## config.mk

```make
export PLATFORM = sky130hd
export DESIGN_NAME = fat_chain_walker_flat
export DESIGN_NICKNAME = d
export VERILOG_FILES = /design/src/fcw_pkg.sv /design/src/fcw_if.sv /design/src/fcw_front.sv /design/src/fcw_back.sv /design/src/fat_chain_walker.sv /design/src/flat_wrapper.sv
export SDC_FILE = /design/constraint.sdc
export NUM_CORES = 1
export LEC_CHECK = 0
export ABC_AREA = 1
export BUFFER_PORTS_ARGS = -buffer_cell sky130_fd_sc_hd__buf_2
export CAP_MARGIN = 20
export CORE_ASPECT_RATIO = 1.5
export CORE_UTILIZATION = 55
export CTS_CLUSTER_DIAMETER = 80
export DETAILED_ROUTE_END_ITERATION = 16
export PLACE_DENSITY = 0.71
export SLEW_MARGIN = 20
export SYNTH_ARGS = -nofsm -noshare
export SYNTH_HDL_FRONTEND = slang
export SYNTH_SLANG_ARGS = --single-unit
```

## constraint.sdc

```tcl
create_clock -name i_clk -period 8.18 [get_ports i_clk]
set_input_delay 0.818 -clock i_clk [delete_from_list [all_inputs] [get_ports i_clk]]
set_output_delay 0.818 -clock i_clk [all_outputs]
set_load 0.005 [all_outputs]
```

## src/fcw_pkg.sv

```systemverilog
// fcw_pkg: command and status codes, link-word marks and the job record
// passed from the front end to the table engine. No dependencies.
`timescale 1ns / 1ps

package fcw_pkg;

    localparam logic [1:0] CMD_WRITE = 2'd0;
    localparam logic [1:0] CMD_WALK  = 2'd1;
    localparam logic [1:0] CMD_COUNT = 2'd2;

    localparam logic [2:0] ST_CONT  = 3'd0;
    localparam logic [2:0] ST_EOF   = 3'd1;
    localparam logic [2:0] ST_LOST  = 3'd2;
    localparam logic [2:0] ST_BAD   = 3'd3;
    localparam logic [2:0] ST_COUNT = 3'd4;

    localparam logic [6:0] EOF_MARK  = 7'd99;
    localparam logic [6:0] FREE_MARK = 7'd0;

    // job queue between front and back; depth must be a power of two
    localparam int QUEUE_DEPTH = 2;
    localparam int QUEUE_PW    = $clog2(QUEUE_DEPTH);

    typedef enum logic [1:0] {
        OP_WRITE = 2'd0,
        OP_WALK  = 2'd1,
        OP_COUNT = 2'd2
    } t_op;

    typedef struct packed {
        t_op        op;
        logic [5:0] entry_index;
        logic [6:0] entry_value;
        logic [6:0] start_sector;
    } t_job;

endpackage

```

## src/fcw_if.sv

```systemverilog
// fcw_if: valid/ready channel interfaces for command requests and results.
// Stand-alone; no package dependency.
`timescale 1ns / 1ps

interface fcw_in_if;
    logic       valid;
    logic       ready;
    logic [1:0] command;
    logic [5:0] entry_index;
    logic [6:0] entry_value;
    logic [6:0] start_sector;

    modport source (output valid, command, entry_index, entry_value, start_sector,
                    input ready);
    modport sink   (input valid, command, entry_index, entry_value, start_sector,
                    output ready);
endinterface

interface fcw_out_if;
    logic       valid;
    logic       ready;
    logic [6:0] sector;
    logic [5:0] free_count;
    logic [2:0] status;
    logic       last;

    modport source (output valid, sector, free_count, status, last, input ready);
    modport sink   (input valid, sector, free_count, status, last, output ready);
endinterface

```

## src/fcw_front.sv

```systemverilog
// fcw_front: takes requests, decodes the command and queues jobs for the engine.
// Depends on fcw_pkg and fcw_in_if.
`timescale 1ns / 1ps

module fcw_front (
    input  logic         i_clk,
    input  logic         i_rst_n,
    fcw_in_if.sink       i_req,
    output logic         o_job_valid,
    output fcw_pkg::t_job o_job,
    input  logic         i_job_ready
);
    import fcw_pkg::*;

    t_job                r_slot [QUEUE_DEPTH];
    logic [QUEUE_PW-1:0] r_wr_ptr, n_wr_ptr;
    logic [QUEUE_PW-1:0] r_rd_ptr, n_rd_ptr;
    logic [QUEUE_PW:0]   r_fill, n_fill;

    logic accept;
    logic push;
    logic pop;
    t_job job_in;

    assign i_req.ready = (r_fill != QUEUE_PW'(0) + (QUEUE_PW+1)'(QUEUE_DEPTH));
    assign accept      = i_req.valid && i_req.ready;

    // unused command code is accepted and dropped here
    always_comb begin
        push          = 1'b0;
        job_in.op     = OP_WRITE;
        unique case (i_req.command)
            CMD_WRITE: begin
                push      = accept;
                job_in.op = OP_WRITE;
            end
            CMD_WALK: begin
                push      = accept;
                job_in.op = OP_WALK;
            end
            CMD_COUNT: begin
                push      = accept;
                job_in.op = OP_COUNT;
            end
            default: begin
                push      = 1'b0;
                job_in.op = OP_WRITE;
            end
        endcase
        job_in.entry_index  = i_req.entry_index;
        job_in.entry_value  = i_req.entry_value;
        job_in.start_sector = i_req.start_sector;
    end

    assign o_job_valid = (r_fill != '0);
    assign o_job       = r_slot[r_rd_ptr];
    assign pop         = o_job_valid && i_job_ready;

    always_comb begin
        n_wr_ptr = push ? r_wr_ptr + 1'b1 : r_wr_ptr;
        n_rd_ptr = pop ? r_rd_ptr + 1'b1 : r_rd_ptr;
        n_fill   = r_fill + (QUEUE_PW+1)'(push) - (QUEUE_PW+1)'(pop);
    end

    always_ff @(posedge i_clk) begin
        if (!i_rst_n) begin
            r_wr_ptr <= '0;
            r_rd_ptr <= '0;
            r_fill   <= '0;
        end else begin
            r_wr_ptr <= n_wr_ptr;
            r_rd_ptr <= n_rd_ptr;
            r_fill   <= n_fill;
        end
    end

    always_ff @(posedge i_clk) begin
        if (push) begin
            r_slot[r_wr_ptr] <= job_in;
        end
    end

endmodule

```

## src/fcw_back.sv

```systemverilog
// fcw_back: link table, free counter, chain-walk sequencer and result register.
// Depends on fcw_pkg, fcw_out_if.
`timescale 1ns / 1ps

module fcw_back #(
    parameter int TABLE_ENTRIES = 64
) (
    input  logic          i_clk,
    input  logic          i_rst_n,
    input  logic          i_job_valid,
    input  fcw_pkg::t_job i_job,
    output logic          o_job_ready,
    fcw_out_if.source     o_rsp
);
    import fcw_pkg::*;

    // only entries below 64 can ever be written; higher ones stay free
    localparam int DEPTH = (TABLE_ENTRIES < 64) ? TABLE_ENTRIES : 64;
    localparam int AW    = $clog2(DEPTH);
    localparam int CLIM  = (TABLE_ENTRIES - 1 < 63) ? TABLE_ENTRIES - 1 : 63;
    localparam int WLIM  = (TABLE_ENTRIES < 64) ? TABLE_ENTRIES : 64;
    localparam int NW    = $clog2(WLIM);

    typedef enum logic [2:0] {
        S_IDLE  = 3'b001,
        S_CHECK = 3'b010,
        S_LINK  = 3'b100
    } t_state;

    t_state r_state, n_state;

    logic [6:0]       r_mem [DEPTH];
    logic [DEPTH-1:0] r_used;       // entry holds a nonzero link word
    logic [6:0]       r_rd_data;
    logic             r_rd_used;

    logic [5:0]    r_free_total, n_free_total;
    logic [6:0]    r_cur, n_cur;
    logic [NW-1:0] r_n, n_n;

    logic       r_out_valid, n_out_valid;
    logic [6:0] r_out_sector, n_out_sector;
    logic [5:0] r_out_free, n_out_free;
    logic [2:0] r_out_status, n_out_status;
    logic       r_out_last, n_out_last;

    logic          out_free;
    logic          do_write;
    logic          wr_in_range;
    logic          wr_counted;
    logic [AW-1:0] wr_addr;
    logic          was_free;
    logic          now_free;
    logic          do_read;
    logic          cur_in_tab;
    logic [6:0]    link;

    assign out_free    = !r_out_valid || o_rsp.ready;
    assign wr_in_range = int'(i_job.entry_index) < TABLE_ENTRIES;
    assign wr_counted  = (i_job.entry_index != 6'd0) && (int'(i_job.entry_index) <= CLIM);
    assign wr_addr     = i_job.entry_index[AW-1:0];
    assign was_free    = !r_used[wr_addr];
    assign now_free    = (i_job.entry_value == FREE_MARK);
    assign cur_in_tab  = int'(r_cur) < DEPTH;
    assign link        = r_rd_used ? r_rd_data : FREE_MARK;

    always_comb begin
        n_state      = r_state;
        n_free_total = r_free_total;
        n_cur        = r_cur;
        n_n          = r_n;
        n_out_valid  = r_out_valid && !o_rsp.ready;
        n_out_sector = r_out_sector;
        n_out_free   = r_out_free;
        n_out_status = r_out_status;
        n_out_last   = r_out_last;
        o_job_ready  = 1'b0;
        do_write     = 1'b0;
        do_read      = 1'b0;

        unique case (r_state)
            S_IDLE: begin
                if (i_job_valid) begin
                    unique case (i_job.op)
                        OP_WRITE: begin
                            o_job_ready = 1'b1;
                            do_write    = wr_in_range;
                            if (wr_in_range && wr_counted) begin
                                if (was_free && !now_free) begin
                                    n_free_total = r_free_total - 6'd1;
                                end else if (!was_free && now_free) begin
                                    n_free_total = r_free_total + 6'd1;
                                end
                            end
                        end
                        OP_WALK: begin
                            o_job_ready = 1'b1;
                            n_cur       = i_job.start_sector;
                            n_n         = '0;
                            n_state     = S_CHECK;
                        end
                        OP_COUNT: begin
                            o_job_ready = out_free;
                            if (out_free) begin
                                n_out_valid  = 1'b1;
                                n_out_sector = 7'd0;
                                n_out_free   = r_free_total;
                                n_out_status = ST_COUNT;
                                n_out_last   = 1'b1;
                            end
                        end
                        default: begin
                            o_job_ready = 1'b1;
                        end
                    endcase
                end
            end
            S_CHECK: begin
                // sector itself ends the walk before any table read
                priority if (r_cur == EOF_MARK || r_cur == FREE_MARK ||
                             int'(r_cur) >= TABLE_ENTRIES) begin
                    if (out_free) begin
                        n_out_valid  = 1'b1;
                        n_out_sector = r_cur;
                        n_out_free   = 6'd0;
                        n_out_last   = 1'b1;
                        priority if (r_cur == EOF_MARK) begin
                            n_out_status = ST_EOF;
                        end else if (r_cur == FREE_MARK) begin
                            n_out_status = ST_LOST;
                        end else begin
                            n_out_status = ST_BAD;
                        end
                        n_state = S_IDLE;
                    end
                end else begin
                    do_read = 1'b1;
                    n_state = S_LINK;
                end
            end
            S_LINK: begin
                if (out_free) begin
                    n_out_valid  = 1'b1;
                    n_out_sector = r_cur;
                    n_out_free   = 6'd0;
                    n_out_last   = 1'b1;
                    n_state      = S_IDLE;
                    priority if (link == EOF_MARK) begin
                        n_out_status = ST_EOF;
                    end else if (link == FREE_MARK) begin
                        n_out_status = ST_LOST;
                    end else if (int'(r_n) + 1 >= WLIM) begin
                        // loop guard: chain ran past the step limit
                        n_out_status = ST_BAD;
                    end else begin
                        n_out_status = ST_CONT;
                        n_out_last   = 1'b0;
                        n_cur        = link;
                        n_n          = r_n + 1'b1;
                        n_state      = S_CHECK;
                    end
                end
            end
            default: begin
                n_state = S_IDLE;
            end
        endcase
    end

    always_ff @(posedge i_clk) begin
        if (!i_rst_n) begin
            r_state      <= S_IDLE;
            r_used       <= '0;
            r_free_total <= 6'(CLIM);
            r_cur        <= '0;
            r_n          <= '0;
            r_out_valid  <= 1'b0;
        end else begin
            r_state      <= n_state;
            r_free_total <= n_free_total;
            r_cur        <= n_cur;
            r_n          <= n_n;
            r_out_valid  <= n_out_valid;
            if (do_write) begin
                r_used[wr_addr] <= !now_free;
            end
        end
    end

    // table storage: one write port, one registered read port
    always_ff @(posedge i_clk) begin
        if (do_write) begin
            r_mem[wr_addr] <= i_job.entry_value;
        end
        if (do_read) begin
            r_rd_data <= r_mem[r_cur[AW-1:0]];
            r_rd_used <= cur_in_tab && r_used[r_cur[AW-1:0]];
        end
    end

    always_ff @(posedge i_clk) begin
        r_out_sector <= n_out_sector;
        r_out_free   <= n_out_free;
        r_out_status <= n_out_status;
        r_out_last   <= n_out_last;
    end

    assign o_rsp.valid      = r_out_valid;
    assign o_rsp.sector     = r_out_sector;
    assign o_rsp.free_count = r_out_free;
    assign o_rsp.status     = r_out_status;
    assign o_rsp.last       = r_out_last;

endmodule

```

## src/fat_chain_walker.sv

```systemverilog
// fat_chain_walker: top level tying the request front end to the table engine.
// Depends on fcw_pkg, fcw_if, fcw_front, fcw_back.
//
// Usage:
//   i_req carries write, walk and count requests (valid/ready). o_rsp carries
//   results (valid/ready); the final result of a request has last set.
//   A write gives no result. A count gives one result, registered in the
//   cycle after the engine takes it. A walk gives one result per visited
//   sector; each sector takes a table read, then a decision on the
//   registered link word, and the dependent table read sets the walk's pace.
//   Requests pass a two-deep job queue, so the front keeps accepting while
//   the engine works; a request reaches the engine in the cycle after accept
//   at the earliest.
//   Reset marks every table entry free at once (per-entry flags) and sets the
//   free total to the table's countable size; no clearing pass is needed.
//   When o_rsp stalls, the result register holds and the walk pauses; the
//   queue fills and then i_req.ready drops.
`timescale 1ns / 1ps

module fat_chain_walker #(
    parameter int TABLE_ENTRIES = 64
) (
    input  logic      i_clk,
    input  logic      i_rst_n,
    fcw_in_if.sink    i_req,
    fcw_out_if.source o_rsp
);
    import fcw_pkg::*;

    logic job_valid;
    logic job_ready;
    t_job job;

    fcw_front u_front (
        .i_clk       (i_clk),
        .i_rst_n     (i_rst_n),
        .i_req       (i_req),
        .o_job_valid (job_valid),
        .o_job       (job),
        .i_job_ready (job_ready)
    );

    fcw_back #(
        .TABLE_ENTRIES (TABLE_ENTRIES)
    ) u_back (
        .i_clk       (i_clk),
        .i_rst_n     (i_rst_n),
        .i_job_valid (job_valid),
        .i_job       (job),
        .o_job_ready (job_ready),
        .o_rsp       (o_rsp)
    );

endmodule
```

## src/flat_wrapper.sv

```systemverilog
// flat-port wrapper written by rule: the top's interface ports become plain ports
module fat_chain_walker_flat import fcw_pkg::*;
#(
    parameter int TABLE_ENTRIES = 64
)
  (i_clk, i_rst_n, i_req_valid, i_req_command, i_req_entry_index, i_req_entry_value, i_req_start_sector, i_req_ready, o_rsp_valid, o_rsp_sector, o_rsp_free_count, o_rsp_status, o_rsp_last, o_rsp_ready);
  fcw_in_if i_req_i ();
  fcw_out_if o_rsp_i ();
  input  logic i_clk;
  input  logic i_rst_n;
  input wire logic [$bits(i_req_i.valid)-1:0] i_req_valid;
  input wire logic [$bits(i_req_i.command)-1:0] i_req_command;
  input wire logic [$bits(i_req_i.entry_index)-1:0] i_req_entry_index;
  input wire logic [$bits(i_req_i.entry_value)-1:0] i_req_entry_value;
  input wire logic [$bits(i_req_i.start_sector)-1:0] i_req_start_sector;
  output wire logic [$bits(i_req_i.ready)-1:0] i_req_ready;
  output wire logic [$bits(o_rsp_i.valid)-1:0] o_rsp_valid;
  output wire logic [$bits(o_rsp_i.sector)-1:0] o_rsp_sector;
  output wire logic [$bits(o_rsp_i.free_count)-1:0] o_rsp_free_count;
  output wire logic [$bits(o_rsp_i.status)-1:0] o_rsp_status;
  output wire logic [$bits(o_rsp_i.last)-1:0] o_rsp_last;
  input wire logic [$bits(o_rsp_i.ready)-1:0] o_rsp_ready;
  assign i_req_i.valid = i_req_valid;
  assign i_req_i.command = i_req_command;
  assign i_req_i.entry_index = i_req_entry_index;
  assign i_req_i.entry_value = i_req_entry_value;
  assign i_req_i.start_sector = i_req_start_sector;
  assign i_req_ready = i_req_i.ready;
  assign o_rsp_valid = o_rsp_i.valid;
  assign o_rsp_sector = o_rsp_i.sector;
  assign o_rsp_free_count = o_rsp_i.free_count;
  assign o_rsp_status = o_rsp_i.status;
  assign o_rsp_last = o_rsp_i.last;
  assign o_rsp_i.ready = o_rsp_ready;
  fat_chain_walker #(.TABLE_ENTRIES(TABLE_ENTRIES)) u_core (.i_clk(i_clk), .i_rst_n(i_rst_n), .i_req(i_req_i), .o_rsp(o_rsp_i));
endmodule
```

### Yosys cells after proc, flatten, opt, wreduce, memory -nomap -nowiden

Memories as Yosys holds them, arrays and structs flattened. A register that Yosys moved wholly into a read port is not among the register bits.
Cells that the tools add are included.
Widths: inputs -> output; s select.

* flip-flop bits (word level): 109
* memory bits (writable): 492
* bits of input ports: 26
* word-level logic and storage cells: 169
* memories kept: 2

* $add $sub $neg: 8
* magnitude comparators: 6
* eq/ne operators: 21
* muxes and demuxes: 87
* reductions and logical operators: 31

Memory list
* u_core.u_back.r_mem: words 64, bits a word 7, read ports 1, clocked after memory_dff 1, wr ports 1, RTL line fcw_back.sv:32 `logic [6:0] r_mem [DEPTH];`
* u_core.u_front.r_slot: words 2, bits a word 22, read ports 1, clocked after memory_dff 1, wr ports 1, RTL line fcw_front.sv:15 `t_job r_slot [QUEUE_DEPTH];`

Operator list (count)
* $mux 7: 12
* $mux 6: 13
* $bwmux 64: 1
* $mux 3: 11
* $mux 1: 31
* $logic_not 7->1: 3
* $pmux 7 s3: 1
* $pmux 3 s3: 2
* $pmux 6 s3: 1
* $ne 2x2->1 const B: 8
* $reduce_and 5->1: 3
* $eq 7x7->1 const B: 2
* $ge 7x7->1 const B: 2
* $lt 6x7->1 const B: 2
* $mux 2: 7
* $pmux 7 s2: 1
* $reduce_and 7->1: 2
* $add 6x1->6 const B: 2
* $bmux 1 s6: 2
* $pmux 6 s2: 1
* $add 6x1->7 const B: 1
* $logic_and 1x1->1: 7
* $lt 7x7->1 const B: 1
* $demux 1 s6: 1
* 22 further kinds: 36

### Depth between registers and ports, before layout

Gate-level depths: netlist of run 1.

* depth in word-level cells: 8
* depth in mapped cells: 29

### Modules after synthesis

Synthesis of run 1 repeated with hierarchy kept, for this count alone.

* cells, all modules: 2505
* area total of the unflattened synthesis: 26683.1 um2

By module, submodules not included
* fcw_back: times used 1, cells each 2396, area an instance 24730.0 um2
* fcw_front: times used 1, cells each 109, area an instance 1953.1 um2

### Worst setup path after synthesis of run 1

Ideal clock, no wire load.

* path kind: register to register
* start: reg with a tool-made name
* end: reg u_core.u_back.r_free_total[4]
* setup time: 0.124 ns
* data arrival time: 3.200 ns
* path slack: 4.856 ns
* cell stages (with the launch flop): 22
* period minus slack after synthesis: 3.324 ns
* cells stage by stage: dfxtp_1 > buf_6 > inv_4 > buf_6 > nand2_1 > nand2_1 > nor3_1 > nand3_1 > buf_2 > ha_1 > inv_1 > nand2_1 > nand2_1 > inv_1 > ha_1 > o21bai_1 > nand2_1 > nand2_1 > nand3_1 > nand3_1 > nand2_1 > o21ai_0

RTL lines
* end signal: assignment: RTL line fcw_back.sv:174 `r_free_total <= 6'(CLIM);`
* end signal: assignment: RTL line fcw_back.sv:180 `r_free_total <= n_free_total;`
* end: declaration: RTL line fcw_back.sv:37 `logic [5:0] r_free_total, n_free_total;`

==> metrics.txt, run 1 <==
status completed; Max Transition Viols Final 0; IO buf count 44; Cell Pwr Density 288.1 nW/um^2; worst hold path type input port to flip-flop; WS Path Type flip-flop to flip-flop; Clock Path Buffers 3; CP Launch Type flip-flop; vias per std cell 5.972; crit path capture type flip-flop; hold slack 0.4152 ns; TritonCTS clock tree yes; fillers approximately 3,800; flops & latches, synth around 610; Post-synth EDFFs 517; Iter 0 DRT Violations 1,743; wire length on met1 25,520 microns; die area roughly 50,000 sq um; Final min period 4.607 ns; wire length per cell 21.63 microns; leakage power 0.01013 uW; GRT overflow 0; Ys Warns 0; vias in the first global route 18,330; final RePlAce weighted congestion 0.8835; Mapped Area 26,740 sq um; n_diodes 0; # DRC 0; Worst Path Required roughly 8.6 ns; maximum VDD drop 0.1710 mV; met2 wire length 35,240 microns; Synth Area per Inst 10.49 sq um; Slew @ Worst Pin 1.068 ns; GRT Total Usage 27.69%; R2R Setup Slk 3.57 ns; initial core utilization 55.91%; slew margin rel. 28.79%; H-tree depth 2; Final Hold Fails 0; hold_buf cts 0; # IOs 45; # Post-CTS Setup Buffers 0; Core ar. 47,820 sq um; asr flop ratio synth 0%; total wire length 68,330 microns; WP data arrival ~5 ns; cts repair resizes 0; FMAX 217.1 MHz; setup TNS 0 ns; Buf/Inv on CP 5; Synth Instances 2,550; share of layout cells above drive strength 1 10.28%; most frequent CP cell nand2_1; CP delay by family, top compound AO/OA/AOI/OAI gates; clk sinks 609; crit path cell chain buf_4 -> o21ai_2 -> inv_1 -> nand2_1 -> nand2_1 -> nand2_1 -> nand2_1 -> nand2_1 -> nand2_1 -> inv_1 -> nand2_1 -> nor2_1 -> ha_1 -> inv_1 -> nand2_1 -> nand2_1 -> inv_1 -> ha_1 -> o21bai_1 -> nand2_1 -> nand2_1 -> nand3_1 -> a21oi_1 -> o21ai_0; WL met3 3633 microns; root cell of the clock tree clkbuf_16; RSZ-0062 raised after global routing false; count of unique library cells instantiated by Yosys 46; slowest cell delay on critical path 0.89 ns; MaxCap Viol Count 0; Post-DRT Antenna Nets 0; nets 2,547; antenna violations before repair 1; Worst Path Max Fanout 29; Die W 182.0 microns; Synth Flop Type edfxtp_1; register area share after synthesis 64.95%; top sig layer met5; Slowest cell on crit path o21ai_2; insertion delay to the later sink of the worst-skew pair 0.60 ns; post-synth net total between 2,000 and 3,000; area grow syn2layout 7.867%; wire length of the first global-routing pass 104,000 microns; die extent in y 272.0 microns; via count around 19,000; hpwl dp 41,400 microns; largest net degree at the start of global routing 112; CTS clk-pin slew, worst paths 0.06 ns; DR pass1 iterations 6; Cell Rows 98; Final setup viols 0; Setup Skew 0.02298 ns; post-route clock period utilization 56.32%; TritonCTS buffer count 55
metrics by stage:
step	total power [uW]	std cells	area (sq um)	utilization, %	setup WS, ns
floorplan	5192	2550	26740	-	4.856
global placement	5794	3058	27110	56.69	3.835
detailed placement	5851	3058	27120	56.71	3.636
CTS	8314	3159	28840	60.31	3.633
global route	8629	3159	28840	60.31	3.154
finish	8309	3159	28840	60.31	3.573
cells in the final DEF (no fill, tap or decap), types with 6 or more instances in the layout:
master	instances
nor3_1	21
ha_1	6
o21ai_0	299
nand3_1	148
a21oi_1	60
o21ai_1	6
inv_2	13
o221ai_1	18
nand4_4	7
clkinv_1	17
nor2_4	10
clkbuf_1	12
buf_4	26
o211ai_1	51
dfxtp_1	90
clkbuf_16	55
nor3_2	50
edfxtp_1	517
o22ai_1	26
nand2_1	505
inv_1	101
nor2_2	10
nor2_1	386
nand4_1	8
clkinv_2	6
nand2_2	9
buf_2	44
sequential cells by signal (all words and copies together), names as in the netlist, 2 cells and up, named ones only:
name and count:
u_core.u_back.r_cur 7, u_core.u_back.r_state 3, u_core.u_front.r_fill 2, u_core.u_back.o_rsp.status 3
u_core.u_back.r_rd_data 7, u_core.u_back.o_rsp.free_count 6, u_core.u_back.r_used 64, u_core.u_front.r_slot 44
u_core.u_back.r_n 6, u_core.u_back.r_mem 448, u_core.u_back.o_rsp.sector 7, u_core.u_back.r_free_total 6
layer usage:
| layer | vias to the layer above | track usage, % |
|---|---|---|
| met3 | 190 | 2.995 |
| met1 | 9147 | 32.41 |
| li1 | 8792 | - |
| met2 | 735 | 49.34 |
| met5 | - | 0 |
| met4 | 2 | 15.90 |
worst paths after layout:
check | start | endpoint | cells after the start
hold reg to reg | u_core.u_front.r_rd_ptr | u_core.u_front.r_rd_ptr | 1
setup reg to reg | flip-flop | u_core.u_back.r_free_total[4] | 24
hold / removal | i_req_start_sector[4] | u_core.u_front.r_slot[1][4] | 1
setup / recovery | flip-flop | u_core.u_back.r_free_total[4] | 24
area by class of cell:
class | instances | area, sq um | share of cell area [%]
inverter | 119 | 466.7 | 1.618
clock buffer | 67 | 1421 | 4.928
timing repair buffer | 70 | 415.4 | 1.440
multi-input combinational | 1660 | 8112 | 28.13
tap | 600 | 750.7 | 2.603
clock inverter | 34 | 300.3 | 1.041
sequential | 609 | 17370 | 60.24
cells in the mapped netlist (all sizes together), types with 2 or more instances:
master	count	share of area (%)
o21ai	310	6.0
edfxtp	517	58
xnor2	2	0.066
nand2	517	7.4
clkinv	3	0.089
mux2i	4	0.15
nor3	72	2.3
clkbuf	83	1.2
nand3	151	2.9
a31oi	5	0.12
o221ai	18	0.59
nor2	406	6.0
ha	6	0.28
nand3b	5	0.19
o22ai	26	0.61
nand4	15	0.74
or2	2	0.047
o211ai	51	1.4
dfxtp	92	6.9
xor2	5	0.16
a21oi	60	1.1
buf	79	2.0
inv	116	1.6
cells by family after synthesis:
family,Yosys count,synth area share [%]
adders and majority gates,6,0.2808
and+or+nand+nor,1170,19.62
AOI/OAI and AO/OA,473,9.912
buffers and inverters,281,4.858
xor gates and xnor gates,7,0.2293
muxes,4,0.1498
DFF,609,64.95
worst register-to-register path, stage by stage, from the launching register on:
cell and delay (ns):
dfxtp_1 0.30, buf_4 0.26, o21ai_2 0.91, inv_1 0.67, nand2_1 0.21, nand2_1 0.07, nand2_1 0.05, nand2_1 0.06
nand2_1 0.06, nand2_1 0.05, inv_1 0.05, nand2_1 0.04, nor2_1 0.33, ha_1 0.35, inv_1 0.10, nand2_1 0.09
nand2_1 0.07, inv_1 0.06, ha_1 0.13, o21bai_1 0.13, nand2_1 0.10, nand2_1 0.06, nand3_1 0.08, a21oi_1 0.15
o21ai_0 0.11
report_power, final:
group	switching, uW	internal (uW)
Combinational	1550	460
Clock	1100	1390
Sequential	98.0	3710
No activity file was read; power rests on OpenSTA's default activity.
==> run 2: changes to the inputs <==
Clock period 8.18 ns to 4.55 ns, I/O delays scaled along.
==> metrics.txt, run 2 (synthesized netlist as in run 1, its figures left out) <==
root cell of the clock tree clkbuf_16; # DRC 0; Final setup viols 0; antenna violations before repair 3; total wire length 68,270 microns; post-route clock period utilization 86.25%; slowest cell delay on critical path 0.63 ns; maximum VDD drop 0.3552 mV; Final Hold Fails 0; insertion delay to the later sink of the worst-skew pair about 0.59 ns; CTS clk-pin slew, worst paths 0.07 ns; status completed; commonest non-fill, non-tap cell in the layout edfxtp_1; hold_buf cts 0; Top reg by flops u_core.u_back.r_mem; die extent in y between 200 and 300 microns; wire length per cell 21.59 microns; Total Power 14,950 uW; largest net degree at the start of global routing 155; # Post-CTS Setup Buffers 0; Post-DRT Antenna Nets 0; Die W about 180 microns; n_diodes 0; share of layout cells above drive strength 1 10.58%; RSZ-0062 raised after global routing false; DP Cell Count 3,064; Max Transition Viols Final 0; Worst Path Required 5.03 ns; leakage power between 0.01 and 0.015 uW; Clock Path Buffers 3; GRT Total Usage roughly 28%; Iter 0 DRT Violations 1,693; initial core utilization 55.91%; Post-Layout Cell Count 3,162; area grow syn2layout 8.138%; # IOs 45; CP Launch Type flip-flop; IO buf count 44; Slew @ Worst Pin approximately 1 ns; Slowest cell on crit path dfxtp_1; WS Path Type flip-flop to flip-flop; final RePlAce weighted congestion 0.9134; clk sinks 609; GRT overflow 0; wire length of the first global-routing pass 104,100 microns; hold slack 0.04739 ns; Cell Rows 98; nets between 2,000 and 3,000; hpwl dp 41,580 microns; Setup Skew 0.02326 ns; setup TNS 0 ns; vias in the first global route 18,220; H-tree depth 2; cts repair resizes 0; pre-CTS WS 0.6765 ns; most frequent CP cell nand2_1; MaxCap Viol Count 0; FMAX 254.8 MHz; via count 18,960; WP data arrival 4.40 ns; Core ar. 47,820 sq um; DR pass1 iterations 6; slew margin rel. a little under a third; worst hold path type input port to flip-flop; Cell Pwr Density 517.1 nW/um^2; max reg flops 448; die area 49,520 sq um; most frequent cells in the layout edfxtp_1 (517), nand2_1 (505), nor2_1 (386); crit path capture type flip-flop; Worst Path Max Fanout 35; Buf/Inv on CP 3; CP delay by family, top simple AND/OR/NAND/NOR gates; TritonCTS clock tree yes; Final min period between 3 and 4 ns; Final WS setup 0.6257 ns; TritonCTS buffer count 54; largest registers u_core.u_back.r_mem: 448 flops, u_core.u_back.r_used: 64 flops, u_core.u_front.r_slot: 44 flops; vias per std cell 5.995
## run 2: cell type report
type,count,area [sq um]
sequential,609,17370
tap,600,750.7
clock inverter,26,234.0
inverter,119,466.7
multi-input combinational,1660,8112
fill,3816,18910
timing repair buffer,76,473.0
clock buffer,72,1503
## run 2: metrics by stage
step | area (sq um) | utilization (%)
2_1_floorplan | 26740 | -
3_3_place_gp | 27170 | 56.81
3_5_place_dp | 27180 | 56.83
4_1_cts | 28910 | 60.46
5_1_grt | 28910 | 60.46
6_report | 28910 | 60.46
## run 2: layer usage
metal  part of all wire [%]  GRT usage [%]  wire (microns)
met2                     51          48.18           34560
met1                     37          32.60           25320
met4                    6.3          16.87            4319
met5                  0.062              0              42
met3                    5.9          3.677            4027
## run 2: path summary, 6_finish.rpt
check                           slack, ns                             to  cells past startpoint                     from
worst max-delay path                 0.63  u_core.u_back.r_free_total[4]                     26                flip-flop
worst min-delay path                 0.05    u_core.u_front.r_slot[1][4]                      1    i_req_start_sector[4]
worst max register to register       0.63  u_core.u_back.r_free_total[4]                     26                flip-flop
worst min register to register       0.48        u_core.u_front.r_rd_ptr                      1  u_core.u_front.r_rd_ptr
## run 2: power by group
part	switching [uW]	leakage, uW	internal, uW
clock	1980	0.000848	2540
sequential	195	0.00540	6660
combinational	2720	0.00394	850
total	4890	0.0102	10100
==> run 3: changes to the inputs <==
Settings changed: ABC_AREA 1 to default.
==> metrics.txt, run 3 <==
Post-DRT Antenna Nets 0; die area about 46,000 sq um; count leader, synth edfxtp_1; slowest cell delay on critical path 0.74 ns; clk sinks 609; max reg flops 448; root cell of the clock tree clkbuf_16; Slowest cell on crit path dfxtp_1; MaxCap Viol Count 0; final RePlAce weighted congestion 0.9127; total wire length between 50,000 and 60,000 microns; leakage power 0.008363 uW; register area share after synthesis between 60% and 70%; initial core utilization 55.53%; vias per std cell 6.316; insertion delay to the later sink of the worst-skew pair about 0.60 ns; wire length per cell 27.30 microns; CP Launch Type flip-flop; slew margin rel. 30.01%; Synth Flop Type edfxtp_1; nets 1,500; vias in the first global route 13,680; # Post-CTS Setup Buffers 0; largest net degree at the start of global routing 65; Iter 0 DRT Violations 1,257; post-synth net total 1,443; Top reg by flops u_core.u_back.r_mem; Synth Area per Inst about 18 sq um; WP data arrival 4.68 ns; CTS clk-pin slew, worst paths 0.06 ns; register area approximately 17,000 sq um; via count 13,240; post-route clock period utilization 92.70%; Ys Warns 0; Total Power 14,790 uW; Mapped Area approximately 25,000 sq um; crit path cell chain nand2_1 -> o32ai_2 -> buf_4 -> a222oi_1 -> and4_1 -> o311a_1 -> ha_1 -> xor2_1 -> ha_1 -> a21oi_1 -> o21ai_0 -> a222oi_1 -> or3_1 -> nand3_1; WS Path Type flip-flop to flip-flop; Cell Rows between 90 and 100; multi-input logic area 7072 sq um; Die W 175.5 microns; Slew @ Worst Pin 1.046 ns; Worst Path Max Fanout 19; Setup Skew 0.01247 ns; GRT overflow 0; area grow syn2layout 10.79%; crit path capture type flip-flop; Worst Path Required 5.01 ns; worst hold path type input port to flip-flop; Core ar. 44,690 sq um; DR pass1 iterations 5; Synth area leader edfxtp_1; IO buf count 44; synth top area cells edfxtp_1 (63%), mux4_2 (15%), dfxtp_1 (7.4%); die extent in y 262.2 microns; Max Transition Viols Final 0; maximum VDD drop roughly 0.28 mV; Cell Pwr Density 537.8 nW/um^2; commonest non-fill, non-tap cell in the layout edfxtp_1; share of layout cells above drive strength 1 between 20% and 30%; Final setup viols 0; Commonest cells post-synth edfxtp_1 (517), mux4_2 (167), nor2_1 (114), dfxtp_1 (92), nand2_1 (73); flops & latches, synth around 610; fillers about 3,200; setup TNS 0 ns; RSZ-0062 raised after global routing false; Synth top area share 62.55%; Clock Path Buffers 3; GRT Total Usage 25.71%; most frequent cells in the layout edfxtp_1 (517), mux4_2 (167), nor2_1 (112); FMAX 237.1 MHz; # DRC 0; Final min period around 4.2 ns; asr flop ratio synth 0%; count of unique library cells instantiated by Yosys between 60 and 70; wire length of the first global-routing pass around 86,000 microns; Final Hold Fails 0; # IOs 45; H-tree depth 2; TritonCTS clock tree yes; Post-synth EDFFs 517; TritonCTS buffer count 54; status completed; antenna violations before repair 2; hpwl dp 37,230 microns; largest registers u_core.u_back.r_mem: 448 flops, u_core.u_back.r_used: 64 flops, u_core.u_front.r_slot: 44 flops; Synth Instances about 1,400
[run 3: changes by cell type in the layout (fill, tap and decap cells not counted), sizes merged, moves of 104 or more]
cell   before  now
nand2     517   73
nor2      406  114
o21ai     310   39
mux4        0  167
nand3     151   16
inv       117   13
[run 3: cells by family after synthesis]
family | Yosys count | share of synthesized area [%]
adders and majority gates | 6 | 0.3025
and+or+nand+nor | 288 | 5.379
buffers and inverters | 100 | 1.785
muxes | 210 | 16.93
DFF | 609 | 69.97
AOI/OAI and AO/OA | 186 | 5.208
xor gates and xnor gates | 12 | 0.4234
[run 3: path summary, 6_finish.rpt]
kind	from	to	slack, ns	depth (start not counted)
min	i_req_entry_value[5]	u_core.u_front.r_slot[0][12]	0.05	1
max	flip-flop	u_core.u_back.r_free_total[4]	0.33	14
min reg2reg	u_core.u_back.r_n[4]	u_core.u_back.r_n[4]	0.49	2
max reg2reg	flip-flop	u_core.u_back.r_free_total[4]	0.33	14
[run 3: what timing repair did]
item                       CTS  global route
setup endpoints to repair    0             1
hold buffers                 0             0
resized for setup            0             1
[run 3: cell type report]
cell class	instances	share of cell area [%]
sequential	609	63.19
multi-input combinational	702	25.72
clock buffer	77	5.456
tap	582	2.648
timing repair buffer	89	2.120
clock inverter	24	0.6962
inverter	12	0.1638
antenna	1	0.009100
[run 3: per-layer routing]
layer | GRT usage, % | wire length [microns] | up-vias
met2 | 46.92 | 30900 | 463
li1 | - | - | 5809
met1 | 31.15 | 21220 | 6838
met3 | 3.154 | 2948 | 126
met5 | 0 | 16 | -
met4 | 10.07 | 2138 | 2
[run 3: worst max-delay path, delay by kind of cell (launching register included)]
kind / cells / cell delay [ns]
simple gates: 4 / 0.73
fa+ha+maj: 2 / 0.55
flops: 1 / 0.74
compound gates: 6 / 1.63
xor+xnor: 1 / 0.19
buf+inv: 1 / 0.25
[run 3: through the flow]
step                      hold slack [ns]  area [sq um]  instances  worst slack [ns]  util, %
after global routing              0.04446         27500       2095          0.001770    61.52
after CTS                         0.03479         27490       2095            0.2417    61.50
final                             0.05073         27500       2096            0.3322    61.53
after global placement             0.4579         25780       1994            0.4544    57.69
after detailed placement           0.4749         25790       1994            0.2513    57.72
after floorplan                    0.4407         24820       1411            0.7834        -
[run 3: power by group]
| group | switching (uW) | leakage, uW | internal [uW] |
|---|---|---|---|
| Combinational | 1980 | 0.00215 | 1470 |
| Clock | 1960 | 0.000826 | 2420 |
| Sequential | 335 | 0.00539 | 6630 |
